[config.mk]
export PLATFORM = sky130hd
export DESIGN_NAME = address_setup_blink_controller_top
export DESIGN_NICKNAME = d
export VERILOG_FILES = /design/src/asbc_pkg.sv /design/src/asbc_step.sv /design/src/address_setup_blink_controller_top.sv
export SDC_FILE = /design/constraint.sdc
export NUM_CORES = 1
export LEC_CHECK = 0
export BUFFER_PORTS_ARGS = -buffer_cell sky130_fd_sc_hd__buf_4
export CORE_MARGIN = 2
export CORE_UTILIZATION = 33
export CTS_CLUSTER_SIZE = 20
export DETAILED_ROUTE_END_ITERATION = 10
export REMOVE_ABC_BUFFERS = 1
export SYNTH_ARGS = -nofsm -noshare
export SYNTH_HDL_FRONTEND = slang
export SYNTH_SLANG_ARGS = --single-unit
export TNS_END_PERCENT = 5
[constraint.sdc]
create_clock -name clk -period 11.4 [get_ports clk]
set_input_delay 2.28 -clock clk [delete_from_list [all_inputs] [get_ports clk]]
set_output_delay 2.28 -clock clk [all_outputs]
set_load 0.02 [all_outputs]
[src/asbc_pkg.sv]
// shared types, constants and digit helpers for the address setup blink controller
package asbc_pkg;

  localparam int unsigned ADDR_W  = 6;
  localparam int unsigned HOLD_W  = 5;
  localparam int unsigned BLINK_W = 5;
  localparam int unsigned DIGIT_W = 4;

  localparam logic [HOLD_W-1:0]  HOLD_TICKS  = 5'd31;
  localparam logic [BLINK_W-1:0] BLINK_TICKS = 5'd20;
  localparam logic [7:0]         ADDR_MAX    = 8'd63;
  localparam logic [7:0]         LED_FULL    = 8'hFF;
  localparam logic [7:0]         LED_OFF     = 8'h00;

  typedef enum logic [1:0] {
    OP_TICK    = 2'd0,
    OP_PRESS   = 2'd1,
    OP_RELEASE = 2'd2,
    OP_LOAD    = 2'd3
  } op_t;

  typedef enum logic [2:0] {
    PH_ONE_OFF = 3'd0,
    PH_ONE_ON  = 3'd1,
    PH_TWO_OFF = 3'd2,
    PH_TWO_ON  = 3'd3,
    PH_BRK_ON  = 3'd4,
    PH_BRK_OFF = 3'd5
  } phase_t;

  typedef struct packed {
    logic [ADDR_W-1:0]  device_number;
    logic               programming_active;
    logic [HOLD_W-1:0]  hold_counter;
    logic               hold_counting;
    logic               hold_expired;
    logic [BLINK_W-1:0] blink_tick_counter;
    phase_t             blink_phase;
    logic [DIGIT_W-1:0] current_digit;
    logic [DIGIT_W-1:0] digit_flashes;
    logic [7:0]         channel_base;
  } st_t;

  localparam st_t ST_RESET = '{
    device_number:      '0,
    programming_active: 1'b0,
    hold_counter:       '0,
    hold_counting:      1'b0,
    hold_expired:       1'b0,
    blink_tick_counter: '0,
    blink_phase:        PH_BRK_ON,
    current_digit:      '0,
    digit_flashes:      '0,
    channel_base:       8'd1
  };

  typedef struct packed {
    logic [7:0]        led_red;
    logic [7:0]        led_green;
    logic [7:0]        led_blue;
    logic              color_update;
    logic [7:0]        start_channel;
    logic              save_request;
    logic [ADDR_W-1:0] save_value;
    logic              programming;
  } res_t;

  // tens digit by reciprocal multiply, exact for 0..63
  function automatic logic [DIGIT_W-1:0] tens_of(input logic [ADDR_W-1:0] dn);
    logic [13:0] p;
    p = 14'(dn) * 14'd205;
    return DIGIT_W'(p[13:11]);
  endfunction

  function automatic logic [DIGIT_W-1:0] units_of(input logic [ADDR_W-1:0] dn);
    logic [ADDR_W-1:0] t10;
    t10 = ADDR_W'(tens_of(dn)) * ADDR_W'(10);
    return DIGIT_W'(dn - t10);
  endfunction

  // start channel is four times the address plus one
  function automatic logic [7:0] chan_of(input logic [ADDR_W-1:0] dn);
    return {dn, 2'b01};
  endfunction

endpackage

[src/asbc_step.sv]
// next-state and result logic for one event request
module asbc_step (
  input  asbc_pkg::op_t              op,
  input  logic [7:0]                 stored_address,
  input  asbc_pkg::st_t              st,
  output asbc_pkg::st_t              st_nxt,
  output asbc_pkg::res_t             res
);

  logic [asbc_pkg::DIGIT_W-1:0] tens;
  logic [asbc_pkg::DIGIT_W-1:0] units;
  logic [asbc_pkg::ADDR_W-1:0]  load_dn;

  assign tens    = asbc_pkg::tens_of(st.device_number);
  assign units   = asbc_pkg::units_of(st.device_number);
  assign load_dn = (stored_address > asbc_pkg::ADDR_MAX) ? '0
                                                         : stored_address[5:0];

  always_comb begin
    st_nxt = st;
    res    = '0;
    unique case (op)
      asbc_pkg::OP_LOAD: begin
        st_nxt.device_number = load_dn;
        st_nxt.channel_base  = asbc_pkg::chan_of(load_dn);
      end
      asbc_pkg::OP_PRESS: begin
        st_nxt.hold_counter  = '0;
        st_nxt.hold_expired  = 1'b0;
        st_nxt.hold_counting = 1'b1;
      end
      asbc_pkg::OP_RELEASE: begin
        if (!st.hold_expired && st.programming_active) begin
          st_nxt.device_number      = st.device_number + 1'b1;
          st_nxt.blink_phase        = asbc_pkg::PH_BRK_OFF;
          st_nxt.blink_tick_counter = '0;
        end
        st_nxt.hold_counting = 1'b0;
        st_nxt.hold_expired  = 1'b0;
      end
      default: begin
        // tick: hold tracking first, then the blink interval
        if (st.hold_counting) begin
          st_nxt.hold_counter = st.hold_counter + 1'b1;
          if (st_nxt.hold_counter == asbc_pkg::HOLD_TICKS) begin
            st_nxt.hold_expired  = 1'b1;
            st_nxt.hold_counting = 1'b0;
            if (st.programming_active) begin
              st_nxt.programming_active = 1'b0;
              res.save_request          = 1'b1;
              res.save_value            = st.device_number;
              st_nxt.channel_base       = asbc_pkg::chan_of(st.device_number);
            end else begin
              st_nxt.programming_active = 1'b1;
              res.color_update          = 1'b1;
              st_nxt.blink_phase        = asbc_pkg::PH_BRK_OFF;
              st_nxt.blink_tick_counter = '0;
            end
          end
        end
        if (st_nxt.programming_active) begin
          st_nxt.blink_tick_counter = st_nxt.blink_tick_counter + 1'b1;
          if (st_nxt.blink_tick_counter == asbc_pkg::BLINK_TICKS) begin
            st_nxt.blink_tick_counter = '0;
            unique case (st_nxt.blink_phase)
              asbc_pkg::PH_BRK_OFF: begin
                res.led_red       = asbc_pkg::LED_OFF;
                res.led_green     = asbc_pkg::LED_OFF;
                res.led_blue      = asbc_pkg::LED_FULL;
                res.color_update  = 1'b1;
                st_nxt.blink_phase = asbc_pkg::PH_BRK_ON;
              end
              asbc_pkg::PH_BRK_ON: begin
                res.color_update     = 1'b1;
                st_nxt.digit_flashes = '0;
                if (units == '0) begin
                  st_nxt.current_digit = tens;
                  st_nxt.blink_phase   = (tens == '0) ? asbc_pkg::PH_BRK_OFF
                                                      : asbc_pkg::PH_TWO_OFF;
                end else begin
                  st_nxt.current_digit = units;
                  st_nxt.blink_phase   = asbc_pkg::PH_ONE_OFF;
                end
              end
              asbc_pkg::PH_ONE_OFF: begin
                res.led_red        = asbc_pkg::LED_FULL;
                res.color_update   = 1'b1;
                st_nxt.blink_phase = asbc_pkg::PH_ONE_ON;
              end
              asbc_pkg::PH_ONE_ON: begin
                res.color_update     = 1'b1;
                st_nxt.digit_flashes = st_nxt.digit_flashes + 1'b1;
                if (st_nxt.digit_flashes == st_nxt.current_digit) begin
                  st_nxt.current_digit = tens;
                  st_nxt.digit_flashes = '0;
                  st_nxt.blink_phase   = (tens == '0) ? asbc_pkg::PH_BRK_OFF
                                                      : asbc_pkg::PH_TWO_OFF;
                end else begin
                  st_nxt.blink_phase = asbc_pkg::PH_ONE_OFF;
                end
              end
              asbc_pkg::PH_TWO_OFF: begin
                res.led_green      = asbc_pkg::LED_FULL;
                res.color_update   = 1'b1;
                st_nxt.blink_phase = asbc_pkg::PH_TWO_ON;
              end
              asbc_pkg::PH_TWO_ON: begin
                res.color_update     = 1'b1;
                st_nxt.digit_flashes = st_nxt.digit_flashes + 1'b1;
                st_nxt.blink_phase   =
                  (st_nxt.digit_flashes == st_nxt.current_digit) ?
                  asbc_pkg::PH_BRK_OFF : asbc_pkg::PH_TWO_OFF;
              end
              default: begin
              end
            endcase
          end
        end
      end
    endcase
    res.start_channel = st_nxt.channel_base;
    res.programming   = st_nxt.programming_active;
  end

endmodule

[src/address_setup_blink_controller_top.sv]
// top level of the address setup blink controller: request registers and state
//
// usage
//   input channel: one event request per accepted item (in_valid high, in_stall
//   low at a rising clk edge): tick, button press, button release or load of
//   the saved address byte on in_stored_address
//   result channel: exactly one result request per event, in order, carrying
//   the led color (meaningful with out_color_update), the start channel, a
//   save request with its value, and the programming mode flag
//   path: an accepted event waits in the event register, passes through the
//   combinational update and is presented on the result ports from the result
//   register
//   throughput: one event per cycle while out_stall is low, set by the single
//   event register feeding the combinational update into the result register
//   stall: out_stall holds the result register; the event register still
//   takes one more request, and in_stall rises only when both are full
//   reset: rst_n low at an edge clears both valid flags and returns the state
//   to address 0, start channel 1, normal mode, blink sequencer at break on
module address_setup_blink_controller_top (
  input  logic       clk,
  input  logic       rst_n,
  // event requests
  input  logic       in_valid,
  output logic       in_stall,
  input  logic [1:0] in_operation,
  input  logic [7:0] in_stored_address,
  // result requests
  output logic       out_valid,
  input  logic       out_stall,
  output logic [7:0] out_led_red,
  output logic [7:0] out_led_green,
  output logic [7:0] out_led_blue,
  output logic       out_color_update,
  output logic [7:0] out_start_channel,
  output logic       out_save_request,
  output logic [5:0] out_save_value,
  output logic       out_programming
);

  // event register
  logic           in_valid_r;
  asbc_pkg::op_t  op_r;
  logic [7:0]     addr_r;

  // controller state and result register
  asbc_pkg::st_t  st_r;
  asbc_pkg::st_t  st_nxt;
  asbc_pkg::res_t res_nxt;
  asbc_pkg::res_t res_r;
  logic           out_valid_r;

  // result register is free when empty or being drained this cycle
  logic           adv;
  logic           take;

  assign adv      = !out_valid_r || !out_stall;
  assign in_stall = in_valid_r && !adv;
  assign take     = in_valid_r && adv;

  always_ff @(posedge clk) begin
    if (!rst_n) begin
      in_valid_r <= 1'b0;
    end else if (!in_stall) begin
      in_valid_r <= in_valid;
    end
  end

  always_ff @(posedge clk) begin
    if (in_valid && !in_stall) begin
      op_r   <= asbc_pkg::op_t'(in_operation);
      addr_r <= in_stored_address;
    end
  end

  asbc_step u_step (
    .op             (op_r),
    .stored_address (addr_r),
    .st             (st_r),
    .st_nxt         (st_nxt),
    .res            (res_nxt)
  );

  // state moves only when an event passes into the result register
  always_ff @(posedge clk) begin
    if (!rst_n) begin
      st_r <= asbc_pkg::ST_RESET;
    end else if (take) begin
      st_r <= st_nxt;
    end
  end

  always_ff @(posedge clk) begin
    if (!rst_n) begin
      out_valid_r <= 1'b0;
    end else if (adv) begin
      out_valid_r <= in_valid_r;
    end
  end

  always_ff @(posedge clk) begin
    if (take) begin
      res_r <= res_nxt;
    end
  end

  assign out_valid         = out_valid_r;
  assign out_led_red       = res_r.led_red;
  assign out_led_green     = res_r.led_green;
  assign out_led_blue      = res_r.led_blue;
  assign out_color_update  = res_r.color_update;
  assign out_start_channel = res_r.start_channel;
  assign out_save_request  = res_r.save_request;
  assign out_save_value    = res_r.save_value;
  assign out_programming   = res_r.programming;

  // a save only happens when the mode is left
  a_save_leaves_mode: assert property (@(posedge clk) disable iff (!rst_n)
    out_valid_r && out_save_request |-> !out_programming)
    else $error("save request while still programming");

  // colors are only set while programming
  a_color_in_mode: assert property (@(posedge clk) disable iff (!rst_n)
    out_valid_r && out_color_update |-> out_programming)
    else $error("color update outside programming mode");

  // saved address matches the start channel set with it
  a_save_matches_chan: assert property (@(posedge clk) disable iff (!rst_n)
    out_valid_r && out_save_request |-> out_save_value == out_start_channel[7:2])
    else $error("save value and start channel disagree");

  // start channel is always four times an address plus one
  a_chan_form: assert property (@(posedge clk) disable iff (!rst_n)
    out_valid_r |-> out_start_channel[1:0] == 2'b01)
    else $error("malformed start channel");

  // a request taken into the result register leaves it valid next cycle
  a_take_valid: assert property (@(posedge clk) disable iff (!rst_n)
    take |=> out_valid_r)
    else $error("accepted event lost before the result register");

endmodule
==> results.sh, run 1 <==
export IMPL_status="completed"
export IMPL_hp_start="st_r[1]"
export IMPL_vias=3768
export IMPL_synthTopCellsByArea="edfxtp_1 19%, dfxtp_1 17%, ha_1 9.6%"
export IMPL_finalSetupViolCount=0
export IMPL_finalCriticalPeriod_ps=5100
export IMPL_cts_tree="built"
export IMPL_fp_dieH_um=123
export IMPL_core_um2=13900
export IMPL_synth_edf_count=30
export IMPL_clk_latency_ps=340
export IMPL_drc=0
export IMPL_cts_setup_buffers=0
export IMPL_ff2ff_setup_slack_ps=6300
export IMPL_ys_warn_count=0
export IMPL_final_common_cell="buf_4"
export IMPL_cpMostUsedCell="ha_1"
export IMPL_grt_ovfl_total=0
export IMPL_fp_row_count=43
export IMPL_die_area_um2=15200
export IMPL_p_per_area_nw_per_um2=119
export IMPL_crit_path_cell_trace="ha_1 > fa_1 > fa_1 > ha_1 > a211oi_2 > o21ai_1 > o31ai_1 > xor2_1 > xor2_1 > ha_1 > nor4_2 > xor2_2 > or4b_1 > a31oi_1"
export IMPL_cpPeakStageDelay_ps=630
export IMPL_cts_root_buffer="clkbuf_16"
export IMPL_antenna_found_initial=0
export IMPL_critPathTopFamily="adder cells"
export IMPL_peakVddDrop_mv=0.0890
export IMPL_routed_via_density=5.24
export IMPL_crit_slowest_cell="dfxtp_1"
export IMPL_layout_area_overhead_vs_synth_pct=15.4
export IMPL_crit_fanout=11
export IMPL_final_cell_mix="56 x buf_4, 52 x nand2_1, 40 x dfxtp_1, 36 x ha_1, 33 x inv_1"
export IMPL_n_fill_cell=1356
export IMPL_async_flop_share_pct=0
export IMPL_diodes=0
export IMPL_syn_inst=507
export IMPL_finalHoldViolCount=0
export IMPL_cp_required_ps=11670
export IMPL_arrival_ps=5370
export IMPL_cp_end_kind="register"
export IMPL_worst_path_buf_inv=0
export IMPL_grt_pass1_vias=3745
export IMPL_h_tree_depth=3
export IMPL_grt_max_degree=44
export IMPL_reg2reg_to="st_r[12]"
export IMPL_multi_input_comb_area_um2=2630
export IMPL_startpoint_type="register"
export IMPL_drv_cap=0
export IMPL_timing_rr_start="st_r[32]"
export IMPL_critPathKind="reg2reg"
export IMPL_wl_mm=10.7
export IMPL_synth_seq_cells=70
export IMPL_skew_ps=6.51
export IMPL_die_w_um=123
export IMPL_synth_area_um2=4700
export IMPL_post_drt_wl_per_cell_um=14.9
export IMPL_synth_top_area_share_pct=19.1
export IMPL_regArea_um2=1700
export IMPL_synthFlopType="dfxtp_1"
export IMPL_p_leak_nw=2.19
export IMPL_port_buffers=56
export IMPL_p_total_w=0.000644
export IMPL_rsz0062_at_grt="false"
export IMPL_hold_ws_ps=441
export IMPL_drt_initial_drc_count=213
export IMPL_ioPinCount=57
export IMPL_syn_avg_cell_area_um2=9.28
export IMPL_min_path_cells=2
export IMPL_startpoint="st_r[32]"
export IMPL_cts_made_buffers=9
export IMPL_hold_class="reg2reg"
export IMPL_nets=590
export IMPL_cts_repair_resized=0
export IMPL_clkSlewWorstSetupHoldPaths_ps=60
export IMPL_fin_crit_sh_pct=44.7
export IMPL_ys_types=72
export IMPL_cts_hold_buffers_added=0
export IMPL_final_util_pct=39.1
export IMPL_slew_headroom_pct=46.8
export IMPL_dr_pass1_iters=4
export IMPL_fin_ws_ps=6300
export IMPL_grt_util_all_layers_pct=15.5
export IMPL_synth_yosys_seq_area_share_pct=36.2
export IMPL_clock_sinks=70
export IMPL_layout_drive_gt1_share_pct=17.6
export IMPL_dp_slack_ps=6350
export IMPL_synth_largest_area_cell="edfxtp_1"
export IMPL_postRouteAntennaNets=0
export IMPL_grt_pass1_wl_mm=18.3
export IMPL_max_freq_mhz=196
export IMPL_drv_slew=0
export IMPL_tightest_slew_ps=787
export IMPL_dp_hpwl_mm=7.76
export IMPL_ff2ff_path_depth=14
export IMPL_start_util_pct=33.9
export IMPL_min_to="st_r[1]"
export IMPL_clock_path_buffers=2
export IMPL_routabilityCongestion=0.819
export IMPL_setup_tns_ps=0
[flip-flops by register name, indices dropped and copies added, names as in the netlist]
name / cells
addr_r: 8
op_r: 2
out_save_request: 1
out_led_red: 1
in_valid_r: 1
out_led_blue: 1
out_start_channel: 8
out_led_green: 1
out_valid: 1
out_color_update: 1
out_programming: 1
out_save_value: 6
st_r: 38
[how the worst max path moves through the flow]
stage	endpoint	slack, ps	cells past startpoint
after global placement	in_stall	6370	3
after detailed placement	in_stall	6350	3
after CTS	in_stall	6350	3
after global routing	st_r[17]	5890	14
final	st_r[12]	6300	14
after floorplan	in_stall	6550	1
[cell type report]
cell class | count | share of cell area (%)
inverter | 34 | 2.35
clock inverter | 6 | 1.73
multi-input combinational | 363 | 48.5
tap | 180 | 4.15
timing repair buffer | 56 | 7.75
sequential | 70 | 31.4
clock buffer | 10 | 4.22
[worst register-to-register path, stage by stage, from the launching register on]
cell      delay (ps)
dfxtp_1          630
ha_1             370
fa_1             410
fa_1             440
ha_1             330
a211oi_2         350
o21ai_1          190
o31ai_1          440
xor2_1           260
xor2_1           100
ha_1             220
nor4_2           380
xor2_2           210
or4b_1           540
a31oi_1          140
[power by group]
group          internal (W)  switching, W
Sequential         0.000270    0.00000531
Combinational     0.0000245     0.0000370
Clock              0.000193      0.000113
[metal layers]
metal | routed length, um | GRT usage, % | up-vias
met5 | 0 | 0 | -
met4 | 308 | 7.24 | 0
met3 | 458 | 3.64 | 22
met2 | 5030 | 25.3 | 92
met1 | 4900 | 19.3 | 1782
li1 | - | - | 1872
[metrics by stage]
stage                     cell area (um2)  std cells
after global placement               5100        703
after global routing                 5430        719
after detailed placement             5100        703
after floorplan                      4460        467
final                                5430        719
after CTS                            5430        719
[synth_stat cells, types with 8 or more instances]
| master | count |
|---|---|
| inv_1 | 33 |
| and2_1 | 13 |
| nand2_1 | 52 |
| nor2_1 | 23 |
| ha_1 | 36 |
| buf_4 | 21 |
| a21oi_1 | 15 |
| nand2b_1 | 8 |
| nand4_1 | 10 |
| a22oi_1 | 8 |
| nand3_1 | 9 |
| o21ai_0 | 27 |
| nor2b_1 | 18 |
| clkbuf_1 | 16 |
| nor3_1 | 8 |
| o21ai_1 | 9 |
| edfxtp_1 | 30 |
| dfxtp_1 | 40 |
[logic make-up (layout without fill, tap and decap cells)]
logic type               Yosys count  after routing  synth area share [%]
AO/OA/AOI/OAI                    119            119                  18.1
XOR/XNOR                          12             12                  2.39
adder cells (fa/ha/maj)           42             42                  12.1
buffers and inverters             74            106                  7.93
flip-flops                        70             70                  36.2
multiplexers                       4              4                 0.878
AND/OR/NAND/NOR                  186            186                  22.4
Power figures use the tool's default switching activity.
==> run 2: changes to the inputs <==
Settings changed: ABC_AREA set to 1.
Clock period 11.4 ns to 5.2 ns, I/O delays scaled along.
==> results.sh, run 2 <==
export IMPL_clk_latency_ps=340
export IMPL_post_drt_wl_per_cell_um=13.4
export IMPL_slew_headroom_pct=49.7
export IMPL_cp_end_kind="register"
export IMPL_dr_pass1_iters=5
export IMPL_p_leak_nw=2.48
export IMPL_layout_area_overhead_vs_synth_pct=16.0
export IMPL_synthTopCellsByArea="edfxtp_1 20%, dfxtp_1 17%, ha_1 9.8%"
export IMPL_cpMostUsedCell="nand2_1"
export IMPL_p_per_area_nw_per_um2=254
export IMPL_placed_cell_area_um2=5060
export IMPL_clock_sinks=70
export IMPL_layout_drive_gt1_share_pct=14.0
export IMPL_grt_max_degree=26
export IMPL_async_flop_share_pct=0
export IMPL_instances_no_fill=814
export IMPL_drt_initial_drc_count=228
export IMPL_regArea_um2=1700
export IMPL_largest_register="st_r"
export IMPL_ys_warn_count=0
export IMPL_multi_input_comb_area_um2=2340
export IMPL_drv_cap=0
export IMPL_synth_yosys_seq_area_share_pct=36.9
export IMPL_final_cell_mix="116 x nand2_1, 91 x inv_1, 60 x nor2_1, 58 x buf_4, 48 x a21oi_1"
export IMPL_syn_inst=590
export IMPL_p_total_w=0.00136
export IMPL_finalCriticalPeriod_ps=3960
export IMPL_routabilityCongestion=0.940
export IMPL_wl_mm=10.9
export IMPL_h_tree_depth=3
export IMPL_n_fill_cell=1426
export IMPL_synthFlopType="dfxtp_1"
export IMPL_grt_pass1_vias=3843
export IMPL_p_clk_share_pct=43.5
export IMPL_power_switching_share_pct=26.5
export IMPL_cpPeakStageDelay_ps=480
export IMPL_tightest_slew_ps=748
export IMPL_cts_root_buffer="clkbuf_16"
export IMPL_clkSlewWorstSetupHoldPaths_ps=60
export IMPL_combPwrFrac_pct=11.8
export IMPL_power_switching_w=0.000360
export IMPL_cp_required_ps=5480
export IMPL_hold_class="reg2reg"
export IMPL_critPathKind="reg2reg"
export IMPL_setup_tns_ps=0
export IMPL_netlist_top_cells_count="116 x nand2_1, 91 x inv_1, 60 x nor2_1"
export IMPL_skew_ps=5.61
export IMPL_crit_path_cell_trace="inv_1 > ha_1 > inv_1 > fa_1 > fa_1 > ha_1 > a21oi_1 > nor2_1 > nor2_1 > nand2_1 > inv_1 > nand2_1 > xor2_1 > ha_1 > nor2_1 > nand2_1 > o21ai_0 > nand2_1 > a21oi_1"
export IMPL_grt_util_all_layers_pct=15.5
export IMPL_largest_reg_flops=38
export IMPL_arrival_ps=4240
export IMPL_cts_hold_buffers_added=0
export IMPL_synth_most_common_cell="nand2_1"
export IMPL_max_freq_mhz=252
export IMPL_fin_crit_sh_pct=76.2
export IMPL_finalHoldViolCount=0
export IMPL_clock_path_buffers=2
export IMPL_die_area_um2=14900
export IMPL_drv_slew=0
export IMPL_final_common_cell="nand2_1"
export IMPL_die_w_um=122
export IMPL_routed_via_density=4.81
export IMPL_cts_setup_buffers=0
export IMPL_synth_seq_cells=70
export IMPL_ys_types=42
export IMPL_finalSetupViolCount=0
export IMPL_vias=3918
export IMPL_synth_area_um2=4610
export IMPL_startpoint_type="register"
export IMPL_rsz0062_at_grt="false"
export IMPL_final_util_pct=38.8
export IMPL_synth_edf_count=30
export IMPL_core_um2=13800
export IMPL_syn_avg_cell_area_um2=7.81
export IMPL_antenna_found_initial=0
export IMPL_fp_row_count=43
export IMPL_cts_repair_resized=0
export IMPL_grt_pass1_wl_mm=18.0
export IMPL_dp_cells=798
export IMPL_cts_tree="built"
export IMPL_fp_dieH_um=122
export IMPL_crit_fanout=6
export IMPL_synth_largest_area_cell="edfxtp_1"
export IMPL_drc=0
export IMPL_nets=685
export IMPL_synth_top_area_share_pct=19.6
export IMPL_p_int_w=0.000997
export IMPL_p_seq_share_pct=44.6
export IMPL_ioPinCount=57
export IMPL_peakVddDrop_mv=0.169
export IMPL_grt_ovfl_total=0
export IMPL_cts_made_buffers=9
export IMPL_diodes=0
export IMPL_dp_hpwl_mm=8.26
export IMPL_start_util_pct=33.4
export IMPL_postRouteAntennaNets=0
export IMPL_post_route_cell_area_um2=5350
export IMPL_status="completed"
export IMPL_port_buffers=56
export IMPL_crit_slowest_cell="fa_1"
run 2: cell families (layout without fill, tap and decap cells):
logic type	count (synthesis)	count (layout)	share of synthesized area [%]
DFF	70	70	36.9
adders and majority gates	42	42	12.4
AOI/OAI and AO/OA	111	111	13.7
xor gates and xnor gates	11	11	2.25
and+or+nand+nor	231	231	22.5
buffers and inverters	125	169	12.2
run 2: per-layer routing:
metal / GRT usage (%) / part of all wire [%] / vias to the layer above
li1: - / - / 1994
met2: 25.3 / 46 / 90
met1: 19.0 / 45 / 1808
met3: 3.23 / 4.4 / 26
met5: 0 / 0 / -
met4: 8.76 / 3.9 / 0
run 2: cell type report:
class	count	area share, %
clock inverters	6	0.655
multi-input cells	395	43.8
clock buffers	10	4.68
repair buffers	58	8.15
flip-flops and latches	70	31.8
well taps	180	4.21
inverters	95	6.67
run 2: final timing paths:
check             startpoint        to  slack, ps  depth (start not counted)
setup / recovery    st_r[36]  st_r[12]       1240                         19
hold reg to reg      st_r[1]   st_r[1]        470                          2
hold / removal       st_r[1]   st_r[1]        470                          2
setup reg to reg    st_r[36]  st_r[12]       1240                         19
run 2: power by group through the flow:
| stage | clock network (W) | logic (W) | registers [W] |
|---|---|---|---|
| after floorplan | 0 | 0.0000892 | 0.000628 |
| after global placement | 0 | 0.000158 | 0.000617 |
| after detailed placement | 0 | 0.000160 | 0.000617 |
| after CTS | 0.000604 | 0.000161 | 0.000606 |
| after global routing | 0.000626 | 0.000182 | 0.000608 |
| final | 0.000591 | 0.000161 | 0.000606 |
run 2: worst max-delay path, delay by kind of cell (launching register included):
family,cells,cell delay [ps]
xor+xnor,1,170
flops,1,420
simple gates,7,770
compound gates,3,440
fa+ha+maj,5,1870
buf+inv,3,240
run 2: metrics by stage:
stage,setup WS [ps],hold WS (ps)
floorplan,1570,441
global placement,1370,452
detailed placement,1280,460
CTS,1260,470
global route,801,493
finish,1240,469
